[config.mk]
export PLATFORM = sky130hd
export DESIGN_NAME = q_factor_wake_detector_top
export DESIGN_NICKNAME = d
export VERILOG_FILES = /design/src/sv/qfwd_pkg.sv /design/src/sv/qfwd_cfg_regs.sv /design/src/sv/qfwd_core.sv /design/src/sv/q_factor_wake_detector_top.sv
export SDC_FILE = /design/constraint.sdc
export NUM_CORES = 1
export LEC_CHECK = 0
export ABC_AREA = 1
export BUFFER_PORTS_ARGS = -buffer_cell sky130_fd_sc_hd__buf_2
export CAP_MARGIN = 0
export CORE_ASPECT_RATIO = 1.4
export CORE_MARGIN = 2
export CORE_UTILIZATION = 45
export CTS_CLUSTER_DIAMETER = 60
export DETAILED_ROUTE_END_ITERATION = 10
export PLACE_DENSITY = 0.64
export SLEW_MARGIN = 20
export SYNTH_ARGS = -nofsm -noshare
export SYNTH_HDL_FRONTEND = slang
export SYNTH_HIERARCHICAL = 1
export SYNTH_SLANG_ARGS = --single-unit
[constraint.sdc]
create_clock -name clk -period 4.9 [get_ports clk]
set_clock_uncertainty 0.05 [all_clocks]
set_input_delay 0.245 -clock clk [delete_from_list [all_inputs] [get_ports clk]]
set_output_delay 0.245 -clock clk [all_outputs]
set_load 0.03 [all_outputs]
[src/sv/qfwd_pkg.sv]
// ---------------------------------------------------------------------------
// qfwd_pkg : shared types and constants of the Q factor wake detector
// Payload structs, configuration struct, register indexes and phase codes.
// ---------------------------------------------------------------------------
`timescale 1ns / 1ps
`default_nettype none

package qfwd_pkg;

  // defaults of the top-level parameters
  localparam int WarmupSamplesDefault = 20;
  localparam int FLowLimitDefault     = 0;

  // field widths
  localparam int PhaseW  = 3;
  localparam int SampleW = 16;
  localparam int RefW    = 17;
  localparam int MarginW = 16;
  localparam int WarmW   = 5;
  localparam int RecovW  = 3;
  localparam int TimeW   = 10;
  localparam int CfgAddrW = 4;
  localparam int CfgDataW = 17;

  // completed-charge timeout: count * step must exceed the limit
  localparam int TimeoutStep  = 750;
  localparam int TimeoutLimit = 11 * 60 * 1000;
  localparam logic [TimeW-1:0] TIMEOUT_COUNT_MAX = TimeW'(TimeoutLimit / TimeoutStep);
  localparam logic [TimeW-1:0] TIMEOUT_SAT       = {TimeW{1'b1}};

  // fault phases need one more than this many recoveries in a row
  localparam logic [RecovW-1:0] RECOVERIES_NEEDED = 3'd3;

  // idle phase codes
  localparam logic [PhaseW-1:0] PH_STANDBY    = 3'd0;
  localparam logic [PhaseW-1:0] PH_COMPLETE   = 3'd1;
  localparam logic [PhaseW-1:0] PH_FAULT_LAST = 3'd5;

  // request types
  localparam logic REQ_LOAD   = 1'b0;
  localparam logic REQ_SAMPLE = 1'b1;

  // configuration register indexes
  localparam logic [CfgAddrW-1:0] REG_Q_REFERENCE      = 4'd0;
  localparam logic [CfgAddrW-1:0] REG_Q_OBJECT_MARGIN  = 4'd1;
  localparam logic [CfgAddrW-1:0] REG_Q_RECOVER_MARGIN = 4'd2;
  localparam logic [CfgAddrW-1:0] REG_Q_HIGH_LIMIT     = 4'd3;
  localparam logic [CfgAddrW-1:0] REG_F_REFERENCE      = 4'd4;
  localparam logic [CfgAddrW-1:0] REG_F_OBJECT_MARGIN  = 4'd5;
  localparam logic [CfgAddrW-1:0] REG_F_RECOVER_MARGIN = 4'd6;
  localparam logic [CfgAddrW-1:0] REG_F_HIGH_LIMIT     = 4'd7;

  typedef struct packed {
    logic               req_type;
    logic [PhaseW-1:0]  phase_in;
    logic [SampleW-1:0] q_sample;
    logic [SampleW-1:0] f_sample;
  } in_item_t;

  typedef struct packed {
    logic              wake;
    logic [PhaseW-1:0] phase_out;
    logic              settling;
  } out_item_t;

  typedef struct packed {
    logic [RefW-1:0]    q_reference;
    logic [MarginW-1:0] q_object_margin;
    logic [MarginW-1:0] q_recover_margin;
    logic [MarginW-1:0] q_high_limit;
    logic [RefW-1:0]    f_reference;
    logic [MarginW-1:0] f_object_margin;
    logic [MarginW-1:0] f_recover_margin;
    logic [RefW-1:0]    f_high_limit;
  } cfg_t;

endpackage

`default_nettype wire

[src/sv/qfwd_cfg_regs.sv]
// ---------------------------------------------------------------------------
// qfwd_cfg_regs : configuration register file
// Eight threshold registers written through a plain write port.
// ---------------------------------------------------------------------------
`timescale 1ns / 1ps
`default_nettype none

module qfwd_cfg_regs
  import qfwd_pkg::*;
(
  input  wire logic                clk,
  input  wire logic                rst,
  input  wire logic                cfg_write,
  input  wire logic [CfgAddrW-1:0] cfg_addr,
  input  wire logic [CfgDataW-1:0] cfg_data,
  output cfg_t                     cfg
);

  cfg_t regs;

  // register writes, unknown indexes dropped
  always_ff @(posedge clk) begin
    if (rst) begin
      regs.q_reference      <= '0;
      regs.q_object_margin  <= MarginW'(20);
      regs.q_recover_margin <= '0;
      regs.q_high_limit     <= '1;
      regs.f_reference      <= '0;
      regs.f_object_margin  <= '0;
      regs.f_recover_margin <= '0;
      regs.f_high_limit     <= '1;
    end else if (cfg_write) begin
      case (cfg_addr)
        REG_Q_REFERENCE:      regs.q_reference      <= cfg_data;
        REG_Q_OBJECT_MARGIN:  regs.q_object_margin  <= cfg_data[MarginW-1:0];
        REG_Q_RECOVER_MARGIN: regs.q_recover_margin <= cfg_data[MarginW-1:0];
        REG_Q_HIGH_LIMIT:     regs.q_high_limit     <= cfg_data[MarginW-1:0];
        REG_F_REFERENCE:      regs.f_reference      <= cfg_data;
        REG_F_OBJECT_MARGIN:  regs.f_object_margin  <= cfg_data[MarginW-1:0];
        REG_F_RECOVER_MARGIN: regs.f_recover_margin <= cfg_data[MarginW-1:0];
        REG_F_HIGH_LIMIT:     regs.f_high_limit     <= cfg_data;
        default: ;
      endcase
    end
  end

  assign cfg = regs;

endmodule

`default_nettype wire

[src/sv/qfwd_core.sv]
// ---------------------------------------------------------------------------
// qfwd_core : idle phase state and wake decision
// Holds phase and counters, evaluates one transaction per step.
// ---------------------------------------------------------------------------
`timescale 1ns / 1ps
`default_nettype none

module qfwd_core
  import qfwd_pkg::*;
#(
  parameter int WARMUP_SAMPLES = WarmupSamplesDefault,
  parameter int F_LOW_LIMIT    = FLowLimitDefault
) (
  input  wire logic     clk,
  input  wire logic     rst,
  input  wire logic     step_en,
  input  wire in_item_t item,
  input  wire cfg_t     cfg,
  output out_item_t     result
);

  localparam logic [WarmW-1:0]   WARMUP_LIM = WarmW'(WARMUP_SAMPLES);
  localparam logic [SampleW-1:0] F_LOW_LIM  = SampleW'(F_LOW_LIMIT);

  logic [PhaseW-1:0] idle_phase, idle_phase_next;
  logic [WarmW-1:0]  warmup_count, warmup_count_next;
  logic [RecovW-1:0] recovery_count, recovery_count_next;
  logic [TimeW-1:0]  timeout_count, timeout_count_next;

  logic [RefW-1:0] q_rec_sum, f_rec_sum, q_obj_sum, f_obj_sum;
  logic            recovered, object_seen, wake;
  logic [RecovW-1:0] recov_inc;
  logic [TimeW-1:0]  time_inc;

  // threshold sums and compares
  always_comb begin
    q_rec_sum = {1'b0, item.q_sample} + {1'b0, cfg.q_recover_margin};
    f_rec_sum = {1'b0, item.f_sample} + {1'b0, cfg.f_recover_margin};
    q_obj_sum = {1'b0, item.q_sample} + {1'b0, cfg.q_object_margin};
    f_obj_sum = {1'b0, item.f_sample} + {1'b0, cfg.f_object_margin};
    recovered = (q_rec_sum > cfg.q_reference) && (item.q_sample < cfg.q_high_limit) &&
                (f_rec_sum > cfg.f_reference) &&
                ({1'b0, item.f_sample} < cfg.f_high_limit);
    object_seen = (q_obj_sum < cfg.q_reference) ||
                  ((item.f_sample > F_LOW_LIM) && (f_obj_sum < cfg.f_reference));
  end

  // next state per phase
  always_comb begin
    idle_phase_next     = idle_phase;
    warmup_count_next   = warmup_count;
    recovery_count_next = recovery_count;
    timeout_count_next  = timeout_count;
    wake                = 1'b0;
    recov_inc           = recovery_count + 3'd1;
    time_inc            = (timeout_count < TIMEOUT_SAT) ? timeout_count + 10'd1
                                                        : timeout_count;
    if (item.req_type == REQ_LOAD) begin
      idle_phase_next     = item.phase_in;
      warmup_count_next   = '0;
      recovery_count_next = '0;
      timeout_count_next  = '0;
    end else if (warmup_count < WARMUP_LIM) begin
      warmup_count_next = warmup_count + 5'd1;
    end else if (idle_phase == PH_STANDBY) begin
      wake = object_seen;
    end else if (idle_phase == PH_COMPLETE) begin
      if (recovered) begin
        idle_phase_next    = PH_STANDBY;
        timeout_count_next = '0;
      end else begin
        timeout_count_next = time_inc;
        if (time_inc > TIMEOUT_COUNT_MAX) begin
          idle_phase_next = PH_STANDBY;
        end
      end
    end else if (idle_phase <= PH_FAULT_LAST) begin
      if (recovered) begin
        recovery_count_next = recov_inc;
        if (recov_inc > RECOVERIES_NEEDED) begin
          recovery_count_next = '0;
          idle_phase_next     = PH_STANDBY;
        end
      end else begin
        recovery_count_next = '0;
      end
    end else begin
      idle_phase_next = PH_STANDBY;
    end
  end

  // result of this step
  always_comb begin
    result.wake      = wake;
    result.phase_out = idle_phase_next;
    result.settling  = (warmup_count_next < WARMUP_LIM);
  end

  // state registers
  always_ff @(posedge clk) begin
    if (rst) begin
      idle_phase     <= PH_STANDBY;
      warmup_count   <= '0;
      recovery_count <= '0;
      timeout_count  <= '0;
    end else if (step_en) begin
      idle_phase     <= idle_phase_next;
      warmup_count   <= warmup_count_next;
      recovery_count <= recovery_count_next;
      timeout_count  <= timeout_count_next;
    end
  end

  // warm-up counter stops at its limit
  a_warmup_bound: assert property (@(posedge clk) disable iff (rst)
    warmup_count <= WARMUP_LIM)
    else $error("warm-up count past its limit");

  // a fourth recovery in a row always clears the count
  a_recovery_bound: assert property (@(posedge clk) disable iff (rst)
    recovery_count <= RECOVERIES_NEEDED + 3'd1)
    else $error("recovery count past four");

  // timeout only runs in the completed-charge phase or after leaving it
  a_timeout_phase: assert property (@(posedge clk) disable iff (rst)
    timeout_count != '0 |-> (idle_phase == PH_STANDBY || idle_phase == PH_COMPLETE))
    else $error("timeout count set in a foreign phase");

  // fault phases hold no recovery progress once left
  a_recovery_phase: assert property (@(posedge clk) disable iff (rst)
    recovery_count != '0 |-> (idle_phase != PH_STANDBY && idle_phase != PH_COMPLETE))
    else $error("recovery count set outside the fault phases");

endmodule

`default_nettype wire

[src/sv/q_factor_wake_detector_top.sv]
// ---------------------------------------------------------------------------
// q_factor_wake_detector_top : sleep-mode wake qualifier
// Input register, decision core and result register with valid/stall.
// ---------------------------------------------------------------------------
//  channel | signals                          | moves
//  --------+----------------------------------+------------------------------
//  in      | in_valid, in_stall, in_data      | load or sample transaction
//  out     | out_valid, out_stall, out_data   | one result per transaction
//  cfg     | cfg_write, cfg_addr, cfg_data    | threshold register write
//
//  one transaction per cycle sustained while out_stall is low; a result passes
//  the input register, then the core's single compare round into the result
//  register
//  rst is synchronous: phase standby, counters zero, registers to defaults
//  out_stall holds the result register and, once the input register is
//  full too, raises in_stall in the same cycle
// ---------------------------------------------------------------------------
`timescale 1ns / 1ps
`default_nettype none

module q_factor_wake_detector_top
  import qfwd_pkg::*;
#(
  parameter int WARMUP_SAMPLES = WarmupSamplesDefault,
  parameter int F_LOW_LIMIT    = FLowLimitDefault
) (
  input  wire logic                clk,
  input  wire logic                rst,
  input  wire logic                in_valid,
  output logic                     in_stall,
  input  wire in_item_t            in_data,
  output logic                     out_valid,
  input  wire logic                out_stall,
  output out_item_t                out_data,
  input  wire logic                cfg_write,
  input  wire logic [CfgAddrW-1:0] cfg_addr,
  input  wire logic [CfgDataW-1:0] cfg_data
);

  cfg_t      cfg;
  in_item_t  pipe_item;
  logic      pipe_valid, pipe_valid_next;
  logic      out_valid_next;
  logic      advance, accept;
  out_item_t result;

  // handshake control
  always_comb begin
    advance         = pipe_valid && (!out_valid || !out_stall);
    in_stall        = pipe_valid && !advance;
    accept          = in_valid && !in_stall;
    pipe_valid_next = accept ? 1'b1 : (advance ? 1'b0 : pipe_valid);
    out_valid_next  = advance ? 1'b1 : (out_stall ? out_valid : 1'b0);
  end

  // input register
  always_ff @(posedge clk) begin
    if (rst) begin
      pipe_valid <= 1'b0;
    end else begin
      pipe_valid <= pipe_valid_next;
    end
  end

  always_ff @(posedge clk) begin
    if (accept) begin
      pipe_item <= in_data;
    end
  end

  qfwd_cfg_regs u_cfg (
    .clk       (clk),
    .rst       (rst),
    .cfg_write (cfg_write),
    .cfg_addr  (cfg_addr),
    .cfg_data  (cfg_data),
    .cfg       (cfg)
  );

  qfwd_core #(
    .WARMUP_SAMPLES (WARMUP_SAMPLES),
    .F_LOW_LIMIT    (F_LOW_LIMIT)
  ) u_core (
    .clk     (clk),
    .rst     (rst),
    .step_en (advance),
    .item    (pipe_item),
    .cfg     (cfg),
    .result  (result)
  );

  // result register
  always_ff @(posedge clk) begin
    if (rst) begin
      out_valid <= 1'b0;
    end else begin
      out_valid <= out_valid_next;
    end
  end

  always_ff @(posedge clk) begin
    if (advance) begin
      out_data <= result;
    end
  end

  // a wake result only ever comes from standby after warm-up
  a_wake_standby: assert property (@(posedge clk) disable iff (rst)
    out_valid && out_data.wake |-> out_data.phase_out == PH_STANDBY && !out_data.settling)
    else $error("wake outside settled standby");

  // input side only stalls when the input register is held
  a_stall_full: assert property (@(posedge clk) disable iff (rst)
    in_stall |-> pipe_valid && out_valid && out_stall)
    else $error("input stalled without a held result");

  // a held result is not overwritten by the core
  a_no_overwrite: assert property (@(posedge clk) disable iff (rst)
    out_valid && out_stall |-> !advance)
    else $error("result register overwritten while stalled");

endmodule

`default_nettype wire
==> results of run 1 <==
==> layout make-up <==
type	instances	area [µm²]	area share
inverter	219	823	0.0565
clock buffer	25	571	0.0392
sequential	195	4310	0.296
timing repair buffer	114	801	0.0550
tap	375	469	0.0322
clock inverter	7	52.6	0.00361
multi-input combinational	1328	7530	0.517
==> power by group through the flow <==
| stage | combinational (µW) | sequential, µW | clock, µW |
|---|---|---|---|
| 3_5_place_dp | 584 | 1770 | 0 |
| 5_1_grt | 704 | 1740 | 1570 |
| 2_1_floorplan | 422 | 1760 | 0 |
| 6_report | 613 | 1730 | 1460 |
| 4_1_cts | 613 | 1730 | 1510 |
| 3_3_place_gp | 570 | 1770 | 0 |
==> layout by cell type, fill, tap and decap left out, types with 3 or more instances in the layout <==
cell           Yosys  layout
o21bai_1           3       3
o21ai_1            4       4
a21o_1             4       4
nand2_1          466     466
o211ai_1           9       9
nand4_1           27      27
nand3_1           97      97
dfxtp_1          154     154
nor2_1           266     266
and3_1             3       3
nand3_2            4       4
a21boi_0           3       3
a211oi_1           4       4
inv_1            215     214
o31ai_1            4       4
clkbuf_16          0      21
a21oi_1          120     120
edfxtp_1          41      41
nor2_2             6       6
xor2_1            42      42
o2111ai_1          3       3
nor3_1            18      18
nor2_4             7       7
buf_2             17      68
ha_1             164     164
fa_1               4       4
dlygate4sd3_1      0      41
xnor2_1           19      19
o21ai_0           23      23
nand2_2            4       4
nor4_1             6       6
buf_4              6       4
clkbuf_8           0       3
==> worst reg2reg max path: stages (launching register included) <==
cell and delay (ns):
edfxtp_1 0.46, ha_1 0.38, nand3_1 0.10, nand2_1 0.14, nand4_1 0.10, o211ai_1 0.19, a21boi_0 0.23, o21ai_1 0.36
a21oi_1 0.14, xnor2_1 0.15, ha_1 0.29, nand4_1 0.17, nor2_1 0.20, inv_1 0.05, o311ai_0 0.86, a21oi_1 0.16
==> flip-flops by register name, indices dropped and copies added, names as in the netlist <==
signal and count:
u_cfg/cfg 131, pipe_item 36, u_core/timeout_count 10, out_data 5, u_core/warmup_count 5, u_core/idle_phase 3
u_core/recovery_count 3, out_valid 1, pipe_valid 1
==> metal layers <==
metal / vias up / wire, µm
met5: - / 0
met4: 0 / 1110
met3: 63 / 1120
met2: 221 / 16900
met1: 5247 / 13800
li1: 5959 / -
==> worst max-delay path by stage <==
stage	from	to	slack [ns]	cells past startpoint
finish	pipe_item[18]	out_data[4]	0.58	15
global route	pipe_item[18]	out_data[4]	0.39	15
CTS	pipe_item[18]	out_data[4]	0.59	15
detailed placement	pipe_item[18]	out_data[4]	0.63	15
global placement	pipe_item[18]	out_data[4]	0.64	15
floorplan	pipe_item[0]	out_data[1]	1.40	21
==> per-stage QoR <==
step | instances | instance area [µm²]
floorplan | 1786 | 12900
global placement | 2190 | 13500
detailed placement | 2190 | 13500
CTS | 2263 | 14600
global route | 2263 | 14600
finish | 2263 | 14600
==> cell families after synthesis <==
group	Yosys count	synth area share
fa+ha+maj	168	0.165
xor+xnor	61	0.0414
buf+inv	263	0.0820
flops	195	0.334
simple gates	908	0.293
compound gates	191	0.0843
==> what timing repair did <==
action / 4_1_cts / 5_1_grt
resized for setup: 0 / 0
hold buffers: 41 / 0
hold endpoints to repair: 42 / 0
==> flow_metrics.py, run 1 <==
metrics = {
    "global_route": {
        "grt_pass1_wl_mm": 53.3,
        "track_usage": 0.223,
        "met2_usage": 0.410,
        "grt_overflow": 0,
        "grt_use_met1": 0.253,
        "grt-busiest-layer": "met2",
        "grt_max_degree": 132,
        "grt_pass1_vias": 11000,
        "met3_usage": 0.0368,
        "antenna_found_initial": 0,
    },
    "sta": {
        "fin_setup_tns_ns": 0,
        "hold_violations": 0,
        "rsz0062_at_grt": "no",
        "tightestPinTransition_ns": 1.01,
        "max_slew_margin": 0.320,
        "setup_viol": 0,
        "finalWorstSetupSlack_ns": 0.575,
        "hold_slack_ns": 0.0414,
        "fin_crit_ns": 4.32,
        "post-route-period-util": 0.883,
        "fmax_ghz": 0.231,
        "drv_slew": 0,
    },
    "pwr": {
        "clock_power_share": 0.384,
        "p_sw_frac": 0.280,
        "pwr-share-comb": 0.161,
        "ir_drop_uv": 325,
        "p_int_uw": 2740,
        "power_uw": 3810,
        "power.net_switching_uw": 1070,
        "powerDensity_nw_per_um2": 262,
        "pwr-share-seq": 0.455,
        "p_leak_uw": 0.00720,
    },
    "cts": {
        "clock_latency_ns": 0.46,
        "cts_setup_buffers": 0,
        "clkSlewWorstSetupHoldPaths_ns": 0.07,
        "cts.sink_count": 195,
        "clk_root_buffer_cell": "clkbuf_16",
        "h-tree-depth": 4,
        "numCtsBuffers": 17,
        "clk_path_buf_depth": 2,
        "cts_tree": "built",
    },
    "yosys": {
        "avgSynthCellArea_um2": 7.22,
        "yosysWarnings": 6,
        "ys_async_sr_fraction": 0,
        "synth_area_leaders": "dfxtp_1 24%, ha_1 16%, nand2_1 14%",
        "synth_area_leader_cell": "dfxtp_1",
        "ys_top_cells_by_count": "466 x nand2_1, 266 x nor2_1, 215 x inv_1",
        "ys.flop_type": "dfxtp_1",
        "synth_top_area_frac": 0.239,
        "syn_area_um2": 12900,
        "ys_seq_area_frac": 0.334,
        "yosysMostFrequentCell": "nand2_1",
        "synthesis.instances": 1786,
        "synth_enable_flop_cells": 41,
        "syn-num-nets": 2016,
        "ys_seq_elements": 195,
        "synth.distinct_cells": 51,
    },
    "setup_path": {
        "cp_slowest_cell": "o311ai_0",
        "crit_arrival_ns": 4.45,
        "worstPathRequired_ns": 5.02,
        "rr_worst_depth": 15,
        "cp_top_family": "compound AO/OA/AOI/OAI gates",
        "cp_slowest_stage_delay_ns": 0.86,
        "r2r_start": "pipe_item[18]",
        "worstReg2RegEnd": "out_data[4]",
        "critPathBufInv": 1,
        "cp-start-kind": "register",
        "end_kind": "register",
        "critPathMaxFanout": 4,
        "crit_type": "register to register",
        "path_cells": "ha_1 > nand3_1 > nand2_1 > nand4_1 > o211ai_1 > a21boi_0 > o21ai_1 > a21oi_1 > xnor2_1 > ha_1 > nand4_1 > nor2_1 > inv_1 > o311ai_0 > a21oi_1",
        "r2r_slack_ns": 0.58,
    },
    "final_layout": {
        "final_nets": 2105,
        "nFillCells": 2851,
        "final_util": 0.514,
        "drive_above_1_share": 0.0710,
        "syn_to_final_growth_pct": 12.9,
        "num_antenna_cells": 0,
    },
    "route": {
        "totalWireLength_mm": 33.0,
        "vias": 11500,
        "avgRoutedWirePerCell_um": 14.6,
        "dr.pass1.iters": 6,
        "vias_per_cell": 5.08,
        "drtIter0Drc": 506,
        "drc_errors": 0,
        "ant_nets": 0,
    },
    "placed_design": {
        "portBuffers": 68,
        "dp_hpwl_mm": 25.2,
        "place_ws_ns": 0.632,
        "place_congestion": 0.906,
    },
    "floorplan": {
        "io_pins": 69,
        "die-width_um": 147,
        "core_um2": 28300,
        "start_util": 0.456,
        "die_area_um2": 30100,
        "die_h_um": 204,
        "rows": 73,
    },
    "hold_path": {
        "hp-start": "cfg_data[14]",
        "hp-class": "primary input to register",
        "hold_end": "u_cfg/cfg[14]",
        "min_path_cells": 3,
    },
    "status": {
        "status": "complete, no violations",
    },
    "flow_run": {
        "drv_cap": 0,
    },
}
No activity file was read; power rests on OpenSTA's default activity.
==> run 2, diff against run 1 <==
--- a/config.mk
+++ b/config.mk
@@ -10,12 +10,13 @@
 export CAP_MARGIN = 0
 export CORE_ASPECT_RATIO = 1.4
 export CORE_MARGIN = 2
-export CORE_UTILIZATION = 45
+export CORE_UTILIZATION = 54
 export CTS_CLUSTER_DIAMETER = 60
 export DETAILED_ROUTE_END_ITERATION = 10
-export PLACE_DENSITY = 0.64
+export PLACE_DENSITY = 0.74
 export SLEW_MARGIN = 20
 export SYNTH_ARGS = -nofsm -noshare
 export SYNTH_HDL_FRONTEND = slang
 export SYNTH_HIERARCHICAL = 1
 export SYNTH_SLANG_ARGS = --single-unit
+export TNS_END_PERCENT = 100
==> run 2 against run 1 <==
Against the previous run:
- cell area is 0.97% lower
- sequential cell count unchanged
- via count up 0.31%
- largest power group unchanged
- global-route usage grew 4.3 points
- non-clock buffer count decreased by 3
- final cell count decreased by 3.2%
==> flow_metrics.py, run 2 (synthesized netlist as in run 1, its figures left out) <==
metrics = {
    "global_route": {
        "grt_pass1_wl_mm": 53.7,
        "met3_usage": 0.0344,
        "track_usage": 0.266,
        "grt_pass1_vias": 11400,
        "grt_overflow": 0,
        "grt_use_met1": 0.314,
        "grt_max_degree": 55,
        "grt-busiest-layer": "met2",
        "met2_usage": 0.482,
        "antenna_found_initial": 0,
    },
    "route": {
        "vias": 11500,
        "totalWireLength_mm": 32.7,
        "drc_errors": 0,
        "dr.pass1.iters": 5,
        "drtIter0Drc": 645,
        "vias_per_cell": 5.26,
        "ant_nets": 0,
        "avgRoutedWirePerCell_um": 14.9,
    },
    "placed_design": {
        "dp_hpwl_mm": 24.6,
        "place_congestion": 0.948,
        "portBuffers": 68,
        "place_ws_ns": 0.583,
    },
    "sta": {
        "post-route-period-util": 0.896,
        "setup_viol": 0,
        "fmax_ghz": 0.228,
        "finalWorstSetupSlack_ns": 0.509,
        "tightestPinTransition_ns": 1.13,
        "drv_slew": 0,
        "hold_slack_ns": 0.0286,
        "fin_crit_ns": 4.39,
        "hold_violations": 0,
        "max_slew_margin": 0.238,
        "fin_setup_tns_ns": 0,
        "rsz0062_at_grt": "no",
    },
    "final_layout": {
        "largest_reg_flops": 131,
        "syn_to_final_growth_pct": 11.8,
        "final_cell_mix": "466 x nand2_1, 266 x nor2_1, 214 x inv_1, 164 x ha_1, 154 x dfxtp_1",
        "mostFrequentLayoutCell": "nand2_1",
        "final_nets": 2102,
        "drive_above_1_share": 0.0711,
        "num_antenna_cells": 0,
    },
    "cts": {
        "numCtsBuffers": 17,
        "clock_latency_ns": 0.45,
        "cts_setup_buffers": 0,
        "cts.sink_count": 195,
        "cts_tree": "built",
        "clkSlewWorstSetupHoldPaths_ns": 0.07,
        "clk_path_buf_depth": 2,
        "clk_root_buffer_cell": "clkbuf_16",
        "h-tree-depth": 4,
    },
    "pwr": {
        "power_uw": 3810,
        "ir_drop_uv": 271,
        "p_leak_uw": 0.00716,
        "powerDensity_nw_per_um2": 264,
    },
    "setup_path": {
        "cp_slowest_stage_delay_ns": 0.95,
        "end_kind": "register",
        "critPathBufInv": 1,
        "critPathMaxFanout": 3,
        "crit_arrival_ns": 4.50,
        "r2r_slack_ns": 0.51,
        "cp_top_family": "simple AND/OR/NAND/NOR gates",
        "cp-start-kind": "register",
        "cp_slowest_cell": "o311ai_0",
        "path_cells": "ha_1 > fa_1 > nand3_1 > nand2_1 > nand2_1 > o211ai_1 > nand3_1 > nand2_1 > nand3_1 > nand2_1 > nand3_1 > nand2_1 > nand3_1 > nand2_1 > ha_1 > nand4_1 > nor2_1 > inv_1 > o311ai_0 > a21oi_1",
        "cp_common_cell": "nand2_1",
        "crit_type": "register to register",
        "worstPathRequired_ns": 5.01,
    },
    "floorplan": {
        "io_pins": 69,
        "core_um2": 23400,
        "die-width_um": 135,
        "start_util": 0.552,
        "die_h_um": 187,
        "die_area_um2": 25200,
        "rows": 66,
    },
    "hold_path": {
        "hp-class": "primary input to register",
    },
    "status": {
        "status": "complete, no violations",
    },
    "flow_run": {
        "drv_cap": 0,
    },
}
[run 2: cell types whose count changed in the layout (fill, tap and decap cells not counted), sizes merged]
cell | before | now
buf | 73 | 74
bufinv | 0 | 2
clkbuf | 25 | 19
clkinv | 6 | 9
inv | 220 | 219
clkinvlp | 0 | 2
dlygate4sd3 | 41 | 37
[run 2: power by group]
part / switching, µW / leakage (µW) / internal, µW
combinational: 378 / 0.00522 / 234
sequential: 43.9 / 0.00165 / 1690
clock: 656 / 0.000294 / 804
total: 1080 / 0.00716 / 2730
[run 2: worst min-delay path: cells and delay by family]
kind	cells	cell delay [ns]
buffers and inverters	1	0.12
and+or+nand+nor	2	0.13
[run 2: final cells by class]
type	instances	area, µm²
repair buffers	111	756
well taps	306	383
clock inverters	13	149
clock buffers	19	464
fillers	2107	8950
flip-flops and latches	195	4310
multi-input cells	1328	7530
inverters	219	823
[run 2: path summary, 6_finish.rpt]
| check | from | to | cells past startpoint |
|---|---|---|---|
| max | pipe_item[16] | out_data[4] | 20 |
| max reg2reg | pipe_item[16] | out_data[4] | 20 |
| min | cfg_data[1] | u_cfg/cfg[67] | 3 |
| min reg2reg | u_cfg/cfg[78] | u_cfg/cfg[78] | 2 |
[run 2: per-layer routing]
layer	up-vias	routed length (µm)
met4	0	1020
met1	5273	14100
met2	240	16600
met5	-	0
met3	59	1000
li1	5954	-
[run 2: what timing repair did]
item | in CTS | in global routing
resized for setup | 0 | 0
hold buffers | 37 | 0
endpoints found under the hold margin | 37 | 0
[run 2: stage by stage]
step | util | cells | area (µm²)
2_1_floorplan | - | 1786 | 12900
3_3_place_gp | 0.575 | 2122 | 13400
3_5_place_dp | 0.575 | 2122 | 13400
4_1_cts | 0.617 | 2191 | 14400
5_1_grt | 0.617 | 2191 | 14400
6_report | 0.617 | 2191 | 14400
==> run 3, diff against run 2 <==
--- a/config.mk
+++ b/config.mk
@@ -8,12 +8,14 @@
 export ABC_AREA = 1
 export BUFFER_PORTS_ARGS = -buffer_cell sky130_fd_sc_hd__buf_2
 export CAP_MARGIN = 0
-export CORE_ASPECT_RATIO = 1.4
+export CORE_ASPECT_RATIO = 0.5
 export CORE_MARGIN = 2
 export CORE_UTILIZATION = 54
+export CTS_BUF_LIST = sky130_fd_sc_hd__clkbuf_8
 export CTS_CLUSTER_DIAMETER = 60
 export DETAILED_ROUTE_END_ITERATION = 10
 export PLACE_DENSITY = 0.74
+export SKIP_LAST_GASP = 1
 export SLEW_MARGIN = 20
 export SYNTH_ARGS = -nofsm -noshare
 export SYNTH_HDL_FRONTEND = slang
==> run 3 against run 2 <==
Against the previous run:
- utilization grew 0.51 points
- combinational power grew 1%
- hold slack gained 0.097 ns
- via count shrank 1.3%
- non-clock buffer count grew 20
- final cell count grew 0.96%
- sequential power is essentially flat
- wire length shrank 5.0%
- setup slack gained 0.40 ns
- largest cell class unchanged
- largest power group unchanged
==> flow_metrics.py, run 3 (synthesized netlist as in run 1, its figures left out) <==
metrics = {
    "global_route": {
        "grt-busiest-layer": "met2",
        "grt_pass1_wl_mm": 51.5,
        "grt_use_met1": 0.356,
        "grt_max_degree": 63,
        "grt_overflow": 0,
        "antenna_found_initial": 0,
        "met3_usage": 0.0600,
        "track_usage": 0.255,
        "grt_pass1_vias": 10600,
        "met2_usage": 0.398,
    },
    "floorplan": {
        "rows": 39,
        "io_pins": 69,
        "core_um2": 23100,
        "die-width_um": 223,
        "die_h_um": 113,
        "start_util": 0.558,
        "die_area_um2": 25200,
    },
    "route": {
        "ant_nets": 0,
        "drc_errors": 0,
        "dr.pass1.iters": 5,
        "totalWireLength_mm": 31.0,
        "vias": 11400,
        "avgRoutedWirePerCell_um": 14.0,
        "vias_per_cell": 5.14,
        "drtIter0Drc": 868,
    },
    "setup_path": {
        "cp_slowest_cell": "edfxtp_1",
        "cp_slowest_stage_delay_ns": 0.41,
        "rr_worst_depth": 24,
        "cp-start-kind": "register",
        "end_kind": "register",
        "cp_top_family": "compound AO/OA/AOI/OAI gates",
        "worstPathRequired_ns": 5.22,
        "crit_arrival_ns": 4.31,
        "r2r_slack_ns": 0.91,
        "r2r_start": "pipe_item[0]",
        "crit_type": "register to register",
        "worstReg2RegEnd": "u_core/timeout_count[9]",
        "path_cells": "ha_1 > inv_1 > fa_1 > nand3b_1 > nand2_1 > nand4_1 > o211ai_1 > a21boi_2 > o21ai_1 > a21boi_0 > o21ai_0 > ha_1 > nand2_1 > nor2_1 > nand3_1 > nor2_1 > nor2_1 > nand2_1 > a21oi_1 > nand3_1 > nand3_1 > inv_2 > o21ai_0 > a21oi_1",
        "critPathBufInv": 2,
        "critPathMaxFanout": 8,
    },
    "hold_path": {
        "min_path_cells": 2,
        "hold_end": "u_core/timeout_count[7]",
        "hp-class": "primary input to register",
        "hp-start": "rst",
    },
    "cts": {
        "clk_path_buf_depth": 2,
        "numCtsBuffers": 17,
        "cts.sink_count": 195,
        "cts_resized": 0,
        "clkSlewWorstSetupHoldPaths_ns": 0.10,
        "cts_setup_buffers": 0,
        "clock_latency_ns": 0.51,
        "h-tree-depth": 4,
        "cts_tree": "built",
        "clk_root_buffer_cell": "clkbuf_8",
    },
    "sta": {
        "tightestPinTransition_ns": 0.886,
        "finalWorstSetupSlack_ns": 0.910,
        "max_slew_margin": 0.408,
        "fin_crit_ns": 3.99,
        "fin_setup_tns_ns": 0,
        "drv_slew": 0,
        "setup_viol": 0,
        "hold_slack_ns": 0.126,
        "post-route-period-util": 0.814,
        "hold_violations": 0,
        "rsz0062_at_grt": "no",
        "fmax_ghz": 0.251,
    },
    "final_layout": {
        "largest_reg_flops": 131,
        "multi_input_area_um2": 7530,
        "mostFrequentLayoutCell": "nand2_1",
        "syn_to_final_growth_pct": 11.5,
        "final_nets": 2122,
        "final_util": 0.622,
        "drive_above_1_share": 0.0709,
        "num_antenna_cells": 0,
        "register_area_um2": 4310,
        "nFillCells": 2124,
        "final_cell_mix": "466 x nand2_1, 266 x nor2_1, 216 x inv_1, 164 x ha_1, 154 x dfxtp_1",
    },
    "pwr": {
        "ir_drop_uv": 152,
        "p_leak_uw": 0.00716,
        "powerDensity_nw_per_um2": 238,
    },
    "placed_design": {
        "portBuffers": 68,
        "place_ws_ns": 0.932,
        "dp_hpwl_mm": 23.1,
        "place_congestion": 0.912,
    },
    "status": {
        "status": "complete, no violations",
    },
    "flow_run": {
        "drv_cap": 0,
    },
}
[run 3: cell types whose count changed in the layout (fill, tap and decap cells not counted), sizes merged]
| cell | change |
|---|---|
| dlygate4sd3 | +19 |
| inv | +6 |
| clkbuf | -2 |
| clkinv | -2 |
| clkinvlp | -2 |
| buf | +1 |
[run 3: area by class of cell]
type                            count  area share
Clock inverter                     15      0.0104
Sequential cell                   195       0.300
Multi-Input combinational cell   1328       0.523
Inverter                          219      0.0572
Clock buffer                       17      0.0163
Timing Repair Buffer              131      0.0663
Tap cell                          307      0.0267
[run 3: repair_timing]
item                                   4_1_cts  5_1_grt
setup endpoints to repair                    0        0
hold buffers                                56        0
endpoints found under the hold margin       87        0
[run 3: per-stage QoR]
step	area, µm²	std cells	power (µW)
floorplan	12900	1786	2180
global placement	13400	2124	2330
CTS	14400	2212	3440
finish	14400	2212	3420
global route	14400	2212	3610
detailed placement	13400	2124	2340
[run 3: power by group]
part | leakage [µW] | total (µW) | switching, µW | internal [µW]
logic | 0.00531 | 618 | 372 | 246
clock network | 0.000210 | 1070 | 611 | 458
registers | 0.00165 | 1730 | 45.4 | 1690
[run 3: worst reg2reg max path, cell delays in order, from the launching register on]
cell and delay, ns:
edfxtp_1 0.41, ha_1 0.18, inv_1 0.05, fa_1 0.39, nand3b_1 0.17, nand2_1 0.14
nand4_1 0.10, o211ai_1 0.16, a21boi_2 0.11, o21ai_1 0.20, a21boi_0 0.16, o21ai_0 0.25
ha_1 0.29, nand2_1 0.11, nor2_1 0.06, nand3_1 0.06, nor2_1 0.04, nor2_1 0.09
nand2_1 0.06, a21oi_1 0.19, nand3_1 0.16, nand3_1 0.16, inv_2 0.11, o21ai_0 0.09
a21oi_1 0.07
[run 3: worst max-delay path by stage]
| stage | start | cells past startpoint | to |
|---|---|---|---|
| floorplan | pipe_item[0] | 21 | out_data[1] |
| global placement | pipe_item[0] | 21 | u_core/timeout_count[9] |
| global route | pipe_item[0] | 21 | u_core/timeout_count[9] |
| CTS | pipe_item[0] | 24 | u_core/timeout_count[9] |
| finish | pipe_item[0] | 24 | u_core/timeout_count[9] |
| detailed placement | pipe_item[0] | 24 | u_core/timeout_count[9] |
[run 3: metal layers]
metal	vias up	share of wire
li1	5976	-
met1	5079	0.50
met2	285	0.42
met3	35	0.060
met4	0	0.014
met5	-	0
